$ cat config.mk
export PLATFORM = sky130hd
export DESIGN_NAME = escape_sequence_stripper_flat
export DESIGN_NICKNAME = d
export VERILOG_FILES = /design/src/hdl/esc_strip_pkg.sv /design/src/hdl/esc_strip_in_if.sv /design/src/hdl/esc_strip_out_if.sv /design/src/hdl/escape_sequence_stripper.sv /design/src/flat_wrapper.sv
export SDC_FILE = /design/constraint.sdc
export NUM_CORES = 1
export LEC_CHECK = 0
export BUFFER_PORTS_ARGS = -buffer_cell sky130_fd_sc_hd__buf_2
export CAP_MARGIN = 20
export CORE_MARGIN = 3
export CORE_UTILIZATION = 53
export CTS_CLUSTER_DIAMETER = 200
export DETAILED_ROUTE_END_ITERATION = 16
export PLACE_DENSITY = 0.87
export SYNTH_ARGS = -nofsm -noshare
export SYNTH_HDL_FRONTEND = slang
export SYNTH_SLANG_ARGS = --single-unit
export TNS_END_PERCENT = 1
$ cat constraint.sdc
create_clock -name clk -period 3.2 [get_ports clk]
set_input_delay 0.16 -clock clk [delete_from_list [all_inputs] [get_ports clk]]
set_output_delay 0.16 -clock clk [all_outputs]
set_load 0.05 [all_outputs]
$ cat src/hdl/esc_strip_pkg.sv
package esc_strip_pkg;

  localparam logic [7:0] ESC_CODE  = 8'h1b;
  localparam logic [7:0] CH_BRACKET = 8'h5b;
  localparam logic [7:0] CH_EQUALS  = 8'h3d;
  localparam logic [7:0] CH_RPAREN  = 8'h29;
  localparam logic [7:0] CH_BANG    = 8'h21;
  localparam logic [7:0] CH_UPPER_A = 8'h41;
  localparam logic [7:0] CH_UPPER_Z = 8'h5a;
  localparam logic [7:0] CASE_BIT   = 8'h20;

  localparam logic [2:0] PH_NORMAL    = 3'd0;
  localparam logic [2:0] PH_AFTER_ESC = 3'd1;
  localparam logic [2:0] PH_SKIP      = 3'd2;
  localparam logic [2:0] PH_CSI       = 3'd3;
  localparam logic [2:0] PH_CSI_TRAIL = 3'd4;

  localparam logic [1:0] SKIP_EQUALS = 2'd2;
  localparam logic [1:0] SKIP_SHORT  = 2'd1;

  typedef struct packed {
    logic [7:0] out_byte;
    logic       is_end;
  } result_t;

  function automatic logic is_ascii_letter(input logic [7:0] b);
    logic [7:0] u;
    u = b | CASE_BIT;
    return (u >= (CH_UPPER_A | CASE_BIT)) && (u <= (CH_UPPER_Z | CASE_BIT));
  endfunction

  function automatic logic is_sjis_lead(input logic [7:0] b);
    return (b >= 8'h81 && b <= 8'h9f) || (b >= 8'he0 && b <= 8'hfc);
  endfunction

endpackage

$ cat src/hdl/esc_strip_in_if.sv
interface esc_strip_in_if;
  logic       valid;
  logic       ready;
  logic [7:0] in_byte;

  modport source (output valid, output in_byte, input ready);
  modport sink (input valid, input in_byte, output ready);
endinterface

$ cat src/hdl/esc_strip_out_if.sv
interface esc_strip_out_if;
  logic       valid;
  logic       ready;
  logic [7:0] out_byte;
  logic       is_end;

  modport source (output valid, output out_byte, output is_end, input ready);
  modport sink (input valid, input out_byte, input is_end, output ready);
endinterface

$ cat src/hdl/escape_sequence_stripper.sv
// a result is registered in the output register; throughput is one byte per cycle while
// the skid is empty, set by the single phase and skip-count register update
// a skid register keeps input ready for one result while the output is stalled
// reset: synchronous active-high rst returns the parser to normal text, skip count
// to zero, and empties the output and skid registers
module escape_sequence_stripper
  import esc_strip_pkg::*;
(
  input  logic             clk,
  input  logic             rst,
  esc_strip_in_if.sink     raw,
  esc_strip_out_if.source  clean
);

  logic [2:0] phase;
  logic [2:0] phase_next;
  logic [1:0] skip_left;
  logic [1:0] skip_left_next;
  logic       res_valid;
  result_t    res;

  logic       out_valid;
  result_t    out_data;
  logic       skid_valid;
  result_t    skid_data;

  logic       in_fire;
  logic       out_fire;

  assign raw.ready      = !skid_valid;
  assign in_fire        = raw.valid && raw.ready;
  assign out_fire       = out_valid && clean.ready;
  assign clean.valid    = out_valid;
  assign clean.out_byte = out_data.out_byte;
  assign clean.is_end   = out_data.is_end;

  always_comb begin
    phase_next     = phase;
    skip_left_next = skip_left;
    res_valid      = 1'b0;
    res.out_byte   = raw.in_byte;
    res.is_end     = 1'b0;
    if (raw.in_byte == 8'h00) begin
      phase_next     = PH_NORMAL;
      skip_left_next = 2'd0;
      res_valid      = 1'b1;
      res.is_end     = 1'b1;
    end else begin
      unique case (phase)
        PH_AFTER_ESC: begin
          if (raw.in_byte == CH_BRACKET) begin
            phase_next = PH_CSI;
          end else if (raw.in_byte == CH_EQUALS) begin
            phase_next     = PH_SKIP;
            skip_left_next = SKIP_EQUALS;
          end else if (raw.in_byte == CH_RPAREN || raw.in_byte == CH_BANG) begin
            phase_next     = PH_SKIP;
            skip_left_next = SKIP_SHORT;
          end else begin
            phase_next = PH_NORMAL;
          end
        end
        PH_SKIP: begin
          if (skip_left <= 2'd1) begin
            skip_left_next = 2'd0;
            phase_next     = PH_NORMAL;
          end else begin
            skip_left_next = skip_left - 2'd1;
          end
        end
        PH_CSI: begin
          if (is_ascii_letter(raw.in_byte)) begin
            phase_next = PH_NORMAL;
          end else if (is_sjis_lead(raw.in_byte)) begin
            phase_next = PH_CSI_TRAIL;
          end
        end
        PH_CSI_TRAIL: begin
          phase_next = PH_CSI;
        end
        default: begin
          if (raw.in_byte == ESC_CODE) begin
            phase_next = PH_AFTER_ESC;
          end else begin
            phase_next = PH_NORMAL;
            res_valid  = 1'b1;
          end
        end
      endcase
    end
  end

  always_ff @(posedge clk) begin
    if (rst) begin
      phase     <= PH_NORMAL;
      skip_left <= 2'd0;
    end else if (in_fire) begin
      phase     <= phase_next;
      skip_left <= skip_left_next;
    end
  end

  always_ff @(posedge clk) begin
    if (rst) begin
      out_valid  <= 1'b0;
      skid_valid <= 1'b0;
    end else if (skid_valid) begin
      if (out_fire) begin
        out_data   <= skid_data;
        skid_valid <= 1'b0;
      end
    end else if (in_fire && res_valid) begin
      if (!out_valid || out_fire) begin
        out_data  <= res;
        out_valid <= 1'b1;
      end else begin
        skid_data  <= res;
        skid_valid <= 1'b1;
      end
    end else if (out_fire) begin
      out_valid <= 1'b0;
    end
  end

  a_skid_behind_out: assert property (@(posedge clk) disable iff (rst)
    skid_valid |-> out_valid)
    else $error("skid register holds a result while the output is empty");

  a_skip_only_in_skip: assert property (@(posedge clk) disable iff (rst)
    skip_left != 2'd0 |-> phase == PH_SKIP)
    else $error("skip count left over outside the skip phase");

  a_zero_resets: assert property (@(posedge clk) disable iff (rst)
    in_fire && raw.in_byte == 8'h00 |=> phase == PH_NORMAL && skip_left == 2'd0 && out_valid)
    else $error("end of text did not reset the parser or give a result");

  a_drop_keeps_out: assert property (@(posedge clk) disable iff (rst)
    in_fire && !res_valid && !out_fire && !skid_valid |=> out_valid == $past(out_valid))
    else $error("dropped byte changed the output register");

endmodule
$ cat src/flat_wrapper.sv
// flat-port wrapper written by rule: the top's interface ports become plain ports
module escape_sequence_stripper_flat import esc_strip_pkg::*;
  (clk, rst, raw_valid, raw_in_byte, raw_ready, clean_valid, clean_out_byte, clean_is_end, clean_ready);
  esc_strip_in_if raw_i ();
  esc_strip_out_if clean_i ();
  input  logic clk;
  input  logic rst;
  input wire logic [$bits(raw_i.valid)-1:0] raw_valid;
  input wire logic [$bits(raw_i.in_byte)-1:0] raw_in_byte;
  output wire logic [$bits(raw_i.ready)-1:0] raw_ready;
  output wire logic [$bits(clean_i.valid)-1:0] clean_valid;
  output wire logic [$bits(clean_i.out_byte)-1:0] clean_out_byte;
  output wire logic [$bits(clean_i.is_end)-1:0] clean_is_end;
  input wire logic [$bits(clean_i.ready)-1:0] clean_ready;
  assign raw_i.valid = raw_valid;
  assign raw_i.in_byte = raw_in_byte;
  assign raw_ready = raw_i.ready;
  assign clean_valid = clean_i.valid;
  assign clean_out_byte = clean_i.out_byte;
  assign clean_is_end = clean_i.is_end;
  assign clean_i.ready = clean_ready;
  escape_sequence_stripper u_core (.clk(clk), .rst(rst), .raw(raw_i), .clean(clean_i));
endmodule
==> results.json, run 1 <==
{
  "status": "complete, no violations",
  "syn_nets": 109,
  "max_freq_mhz": 498,
  "synth.distinct_cells": 41,
  "grt_pass1_vias": 832,
  "cp_slowest_cell": "a2111oi_2",
  "cts_buffers": 3,
  "setup_ws_ns": 1.19,
  "fin_crit_sh": 0.627,
  "synth_seq_cells": 25,
  "pin_count": 23,
  "cts_setup_buffers": 0,
  "startpoint_type": "flip-flop",
  "tns_ns": 0,
  "p_leak_nw": 0.471,
  "core_area_um2": 2060,
  "clk_pin_slew_ns": 0.13,
  "finalHoldViolCount": 0,
  "drv_cap": 0,
  "setup_viol": 0,
  "drt_iter0_markers": 14,
  "fill_cells": 140,
  "port_buffers": 22,
  "finalClockSkew_ns": 0.00338,
  "synth_ff_type": "edfxtp_1",
  "vias": 878,
  "die_w_um": 53.9,
  "layout.nets": 136,
  "path_cells": "or3b_1 > a2111oi_2 > o31ai_2 > or3_1 > a21oi_2",
  "holdWs_ns": 0.0682,
  "min_period_ns": 2.01,
  "wl_per_cell_um": 15.6,
  "yosys_warnings": 0,
  "crit_required_ns": 3.47,
  "dp.cells": 146,
  "worstMarginPinSlew_ns": 0.673,
  "crit_type": "reg2reg",
  "clkSinkCount": 25,
  "antenna_cells": 0,
  "drcViolationCount": 0,
  "antenna_found_initial": 0,
  "syn-cell-area_um2": 1210,
  "tritoncts": "done",
  "synth_edf_count": 18,
  "die_y_um": 53.9,
  "grt_max_degree": 14,
  "pre_cts_slack_ns": 0.869,
  "gp_congestion": 0.806,
  "critPathArrivalTime_ns": 2.27,
  "syn-instance-count": 97,
  "areaGrowthSynthToFinish_pct": 15.1,
  "cts_hold_buffers": 0,
  "hpwl_um": 1780,
  "std_cell_rows": 16,
  "final_cells": 150,
  "power.density_nw_per_um2": 434,
  "slew_violations": 0,
  "max-vdd-ir-drop_mv": 0.260,
  "final_antenna_net_count": 0,
  "viasPerCell": 5.85,
  "grt_remaining_overflow": 0,
  "dieArea_um2": 2900,
  "wl_um": 2340,
  "cpPeakStageDelay_ns": 0.47,
  "syn_area_per_cell_um2": 12.5,
  "clk_path_buf_depth": 2,
  "start_util": 0.589,
  "rsz0062_at_grt": "false",
  "slew_headroom": 0.550,
  "h-tree-depth": 1,
  "grt_pass1_wl_um": 3840,
  "crit_path_max_fanout": 7,
  "async_reset_ff_frac": 0,
  "clock_latency_ns": 0.32,
  "root_buffer": "clkbuf_4",
  "ctsResizeCount": 0,
  "track_usage": 0.188,
  "critPathCaptureType": "flip-flop",
  "firstDrtPassIters": 4,
  "yosysSeqAreaShare": 0.560,
  "layout-drive-gt1-share": 0.390,
  "hp-class": "in2reg"
}
[flip-flops by register name, indices dropped and copies added (netlist names)]
name / flops
u_core.skid_valid: 1
u_core.clean.out_byte: 8
u_core.skid_data: 9
u_core.phase: 3
u_core.clean.valid: 1
u_core.skip_left: 2
u_core.clean.is_end: 1
[path summary, 6_finish.rpt]
kind / startpoint / to / slack, ns / depth (start not counted)
min: raw_in_byte[1] / u_core.skid_data[2]$_DFFE_PP_ / 0.07 / 1
max: u_core.phase[2]$_SDFFE_PP0P_ / u_core.skip_left[1]$_SDFFE_PP0P_ / 1.19 / 5
min reg2reg: u_core.skip_left[0]$_SDFFE_PP0P_ / u_core.skip_left[0]$_SDFFE_PP0P_ / 0.49 / 2
max reg2reg: u_core.phase[2]$_SDFFE_PP0P_ / u_core.skip_left[1]$_SDFFE_PP0P_ / 1.19 / 5
[worst max-delay path, delay by kind of cell, from the launching register on]
kind | cells | cell delay (ns)
flip-flops | 1 | 0.39
AND/OR/NAND/NOR | 2 | 0.81
AO/OA/AOI/OAI | 3 | 0.76
[cells by family after synthesis]
kind of cell / Yosys count / synth area share
flip-flops: 25 / 0.560
AND/OR/NAND/NOR: 36 / 0.192
multiplexers: 10 / 0.0917
XOR/XNOR: 1 / 0.00721
AO/OA/AOI/OAI: 20 / 0.134
buffers and inverters: 5 / 0.0154
[report_power, final]
part           total [mW]  internal, mW  switching [mW]
sequential          0.368         0.360         0.00782
clock               0.140        0.0488          0.0914
combinational      0.0983        0.0330          0.0653
[metal layers]
layer / share of wire / global-route usage
met2: 0.46 / 0.306
met5: 0 / 0
met4: 0.017 / 0.0766
met1: 0.47 / 0.246
met3: 0.054 / 0.0332
[Yosys cell counts, drive strengths merged (2+ instances only)]
master | number | area (um2)
edfxtp | 18 | 541
mux2 | 9 | 101
dfxtp | 7 | 140
nand2 | 7 | 26.3
a21oi | 4 | 23.8
or3 | 4 | 30.0
inv | 3 | 11.3
nor4 | 3 | 33.8
or2 | 3 | 18.8
a211oi | 2 | 15.0
a221oi | 2 | 17.5
clkbuf | 2 | 7.51
nand2b | 2 | 12.5
nand3 | 2 | 10.0
nand3b | 2 | 15.0
nor2 | 2 | 7.51
nor2b | 2 | 12.5
nor3 | 2 | 10.0
nor4b | 2 | 17.5
o21ai | 2 | 10.0
or3b | 2 | 17.5
[stage by stage]
step	util	area (um2)	power [mW]
final	0.678	1400	0.606
after global routing	0.678	1400	0.630
after CTS	0.678	1400	0.609
after detailed placement	0.666	1370	0.474
after global placement	0.666	1370	0.470
after floorplan	-	1210	0.442
[cell usage in the layout, fill, tap and decap left out, types with 2 or more instances in the layout]
master	synthesis	layout
a211oi_1	2	2
a21oi_1	3	3
a221oi_1	2	2
buf_2	0	22
buf_4	0	2
clkbuf_4	0	3
dfxtp_1	7	7
edfxtp_1	18	18
inv_1	3	3
mux2_2	9	9
nand2_1	7	7
nand2b_1	2	2
nand3_1	2	2
nand3b_1	2	2
nor2_1	2	2
nor2b_1	2	2
nor3_1	2	2
nor4_1	2	2
or2_2	3	3
or3_1	3	3
[area by class of cell]
class,count,area (um2),share of cell area
well taps,27,33.8,0.0242
clock buffers,4,26.3,0.0188
multi-input cells,67,522,0.373
flip-flops and latches,25,681,0.487
repair buffers,24,125,0.0894
inverters,3,11.3,0.00805
(Power assumes the default switching activity.)
==> inputs of run 2 (changes only) <==
CORE_UTILIZATION = 48   (was 53)
PLACE_DENSITY = 0.83   (was 0.87)
clock period = 1.7 ns   (was 3.2 ns; I/O delays follow)
==> results.json, run 2 (synthesis gave the netlist of run 1 again) <==
{
  "dp.cells": 170,
  "worstHoldPathCells": 2,
  "areaGrowthSynthToFinish_pct": 38.4,
  "gp_congestion": 0.910,
  "hpwl_um": 2150,
  "fin_crit_sh": 1.07,
  "ff2ff_path_depth": 5,
  "final_core_util": 0.732,
  "die_w_um": 56.3,
  "final_cells": 174,
  "crit_required_ns": 1.95,
  "finalHoldViolCount": 0,
  "grt_max_degree": 14,
  "pin_count": 23,
  "crit_family": "simple AND/OR/NAND/NOR gates",
  "power.density_nw_per_um2": 712,
  "worstMarginPinSlew_ns": 0.462,
  "port_buffers": 22,
  "tns_ns": -0.230,
  "power.share.combinational": 0.209,
  "antenna_cells": 0,
  "reg2reg_to": "u_core.phase[1]$_SDFFE_PP0P_",
  "largest_reg_flops": 9,
  "clkPwrFrac": 0.216,
  "max-vdd-ir-drop_mv": 0.532,
  "regArea_um2": 682,
  "drv_cap": 0,
  "min_period_ns": 1.81,
  "layout-drive-gt1-share": 0.548,
  "grt_pass1_wl_um": 4730,
  "hold_end": "u_core.skid_valid$_SDFF_PP0_",
  "dieArea_um2": 3170,
  "setup_viol": 8,
  "p_switching_mw": 0.326,
  "startpoint_type": "flip-flop",
  "path_buf_inv": 0,
  "cp.depth": 5,
  "cpPeakStageDelay_ns": 0.41,
  "crit_path_max_fanout": 2,
  "drcViolationCount": 0,
  "root_buffer": "clkbuf_4",
  "p_leak_nw": 0.620,
  "critPathArrivalTime_ns": 2.06,
  "placed_area_um2": 1610,
  "tritoncts": "done",
  "multiInputGateArea_um2": 613,
  "wl_um": 2830,
  "firstDrtPassIters": 4,
  "slew_headroom": 0.689,
  "cts_buffers": 3,
  "cts_hold_buffers": 0,
  "clock_latency_ns": 0.31,
  "critPathCaptureType": "flip-flop",
  "final_common_cell": "buf_4",
  "drt_iter0_markers": 25,
  "die_y_um": 56.3,
  "power_mw": 1.20,
  "std_cell_rows": 17,
  "clkSinkCount": 25,
  "path_cells": "or3b_4 > nor4_1 > a211oi_1 > or3_1 > mux2i_1",
  "hp-class": "in2reg",
  "track_usage": 0.192,
  "cp_slowest_cell": "or3b_4",
  "layout_common_cells": "buf_4 (23), buf_2 (22), edfxtp_1 (18)",
  "rsz0062_at_grt": "true",
  "pre_cts_slack_ns": -0.244,
  "max_freq_mhz": 552,
  "status": "finished, violations left",
  "start_util": 0.529,
  "final_cell_area_um2": 1680,
  "layout.nets": 159,
  "holdWs_ns": 0.0245,
  "final_antenna_net_count": 0,
  "regMostFlops": "u_core.skid_data",
  "h-tree-depth": 1,
  "failed_checks": "setup timing",
  "hold_start": "clean_ready",
  "slew_violations": 0,
  "antenna_found_initial": 0,
  "core_area_um2": 2300,
  "grt_pass1_vias": 1009,
  "swShare": 0.272,
  "clk_pin_slew_ns": 0.13,
  "reg2reg_slack_ns": -0.11,
  "p_int_mw": 0.871,
  "vias": 982,
  "crit_type": "reg2reg",
  "r2r_start": "u_core.phase[2]$_SDFFE_PP0P_",
  "fill_cells": 140,
  "viasPerCell": 5.64,
  "clk_path_buf_depth": 2,
  "grt_remaining_overflow": 0,
  "wl_per_cell_um": 16.2,
  "finalClockSkew_ns": 0.00904,
  "seq_power_share": 0.575,
  "setup_ws_ns": -0.113
}
[run 2: cell count changes in the layout (fill, tap and decap cells not counted), sizes merged]
cell / delta
buf: +23
[run 2: worst max-delay path by stage]
stage                                      start                                to  slack, ns
floorplan                         raw_in_byte[2]     u_core.skid_data[0]$_DFFE_PP_      -0.26
global placement                  raw_in_byte[2]     u_core.skid_data[7]$_DFFE_PP_      -0.22
detailed placement                raw_in_byte[2]     u_core.skid_data[8]$_DFFE_PP_      -0.24
CTS                 u_core.phase[2]$_SDFFE_PP0P_  u_core.skip_left[1]$_SDFFE_PP0P_      -0.07
global route        u_core.phase[0]$_SDFFE_PP0P_      u_core.phase[1]$_SDFFE_PP0P_      -0.16
finish              u_core.phase[2]$_SDFFE_PP0P_      u_core.phase[1]$_SDFFE_PP0P_      -0.11
[run 2: cell type report]
class                      instances  area share
clock buffer                       4      0.0156
tap                               28      0.0208
sequential                        25       0.406
timing repair buffer              47       0.187
multi-input combinational         67       0.365
inverter                           3     0.00670
[run 2: power by group through the flow]
stage,clock network [mW],registers [mW],logic [mW]
floorplan,0,0.753,0.0945
CTS,0.263,0.688,0.250
finish,0.258,0.688,0.250
detailed placement,0,0.702,0.242
global placement,0,0.701,0.235
global route,0.294,0.691,0.266
[run 2: what timing repair did]
action,CTS,global route
endpoints found under the setup margin,21,22
setup buffers,0,0
pin swaps,4,1
gates resized for setup,7,2
[run 2: per-layer routing]
layer | vias to the layer above | wire, um | global-route usage
met5 | - | 0 | 0
met4 | 0 | 37 | 0.0610
met3 | 5 | 117 | 0.0345
met2 | 23 | 1480 | 0.351
met1 | 472 | 1190 | 0.225
li1 | 482 | - | -
[run 2: worst reg2reg max path: stages, from the launching register on]
cell      delay (ns)
dfxtp_1         0.33
or3b_4          0.41
nor4_1          0.41
a211oi_1        0.10
or3_1           0.37
mux2i_1         0.13
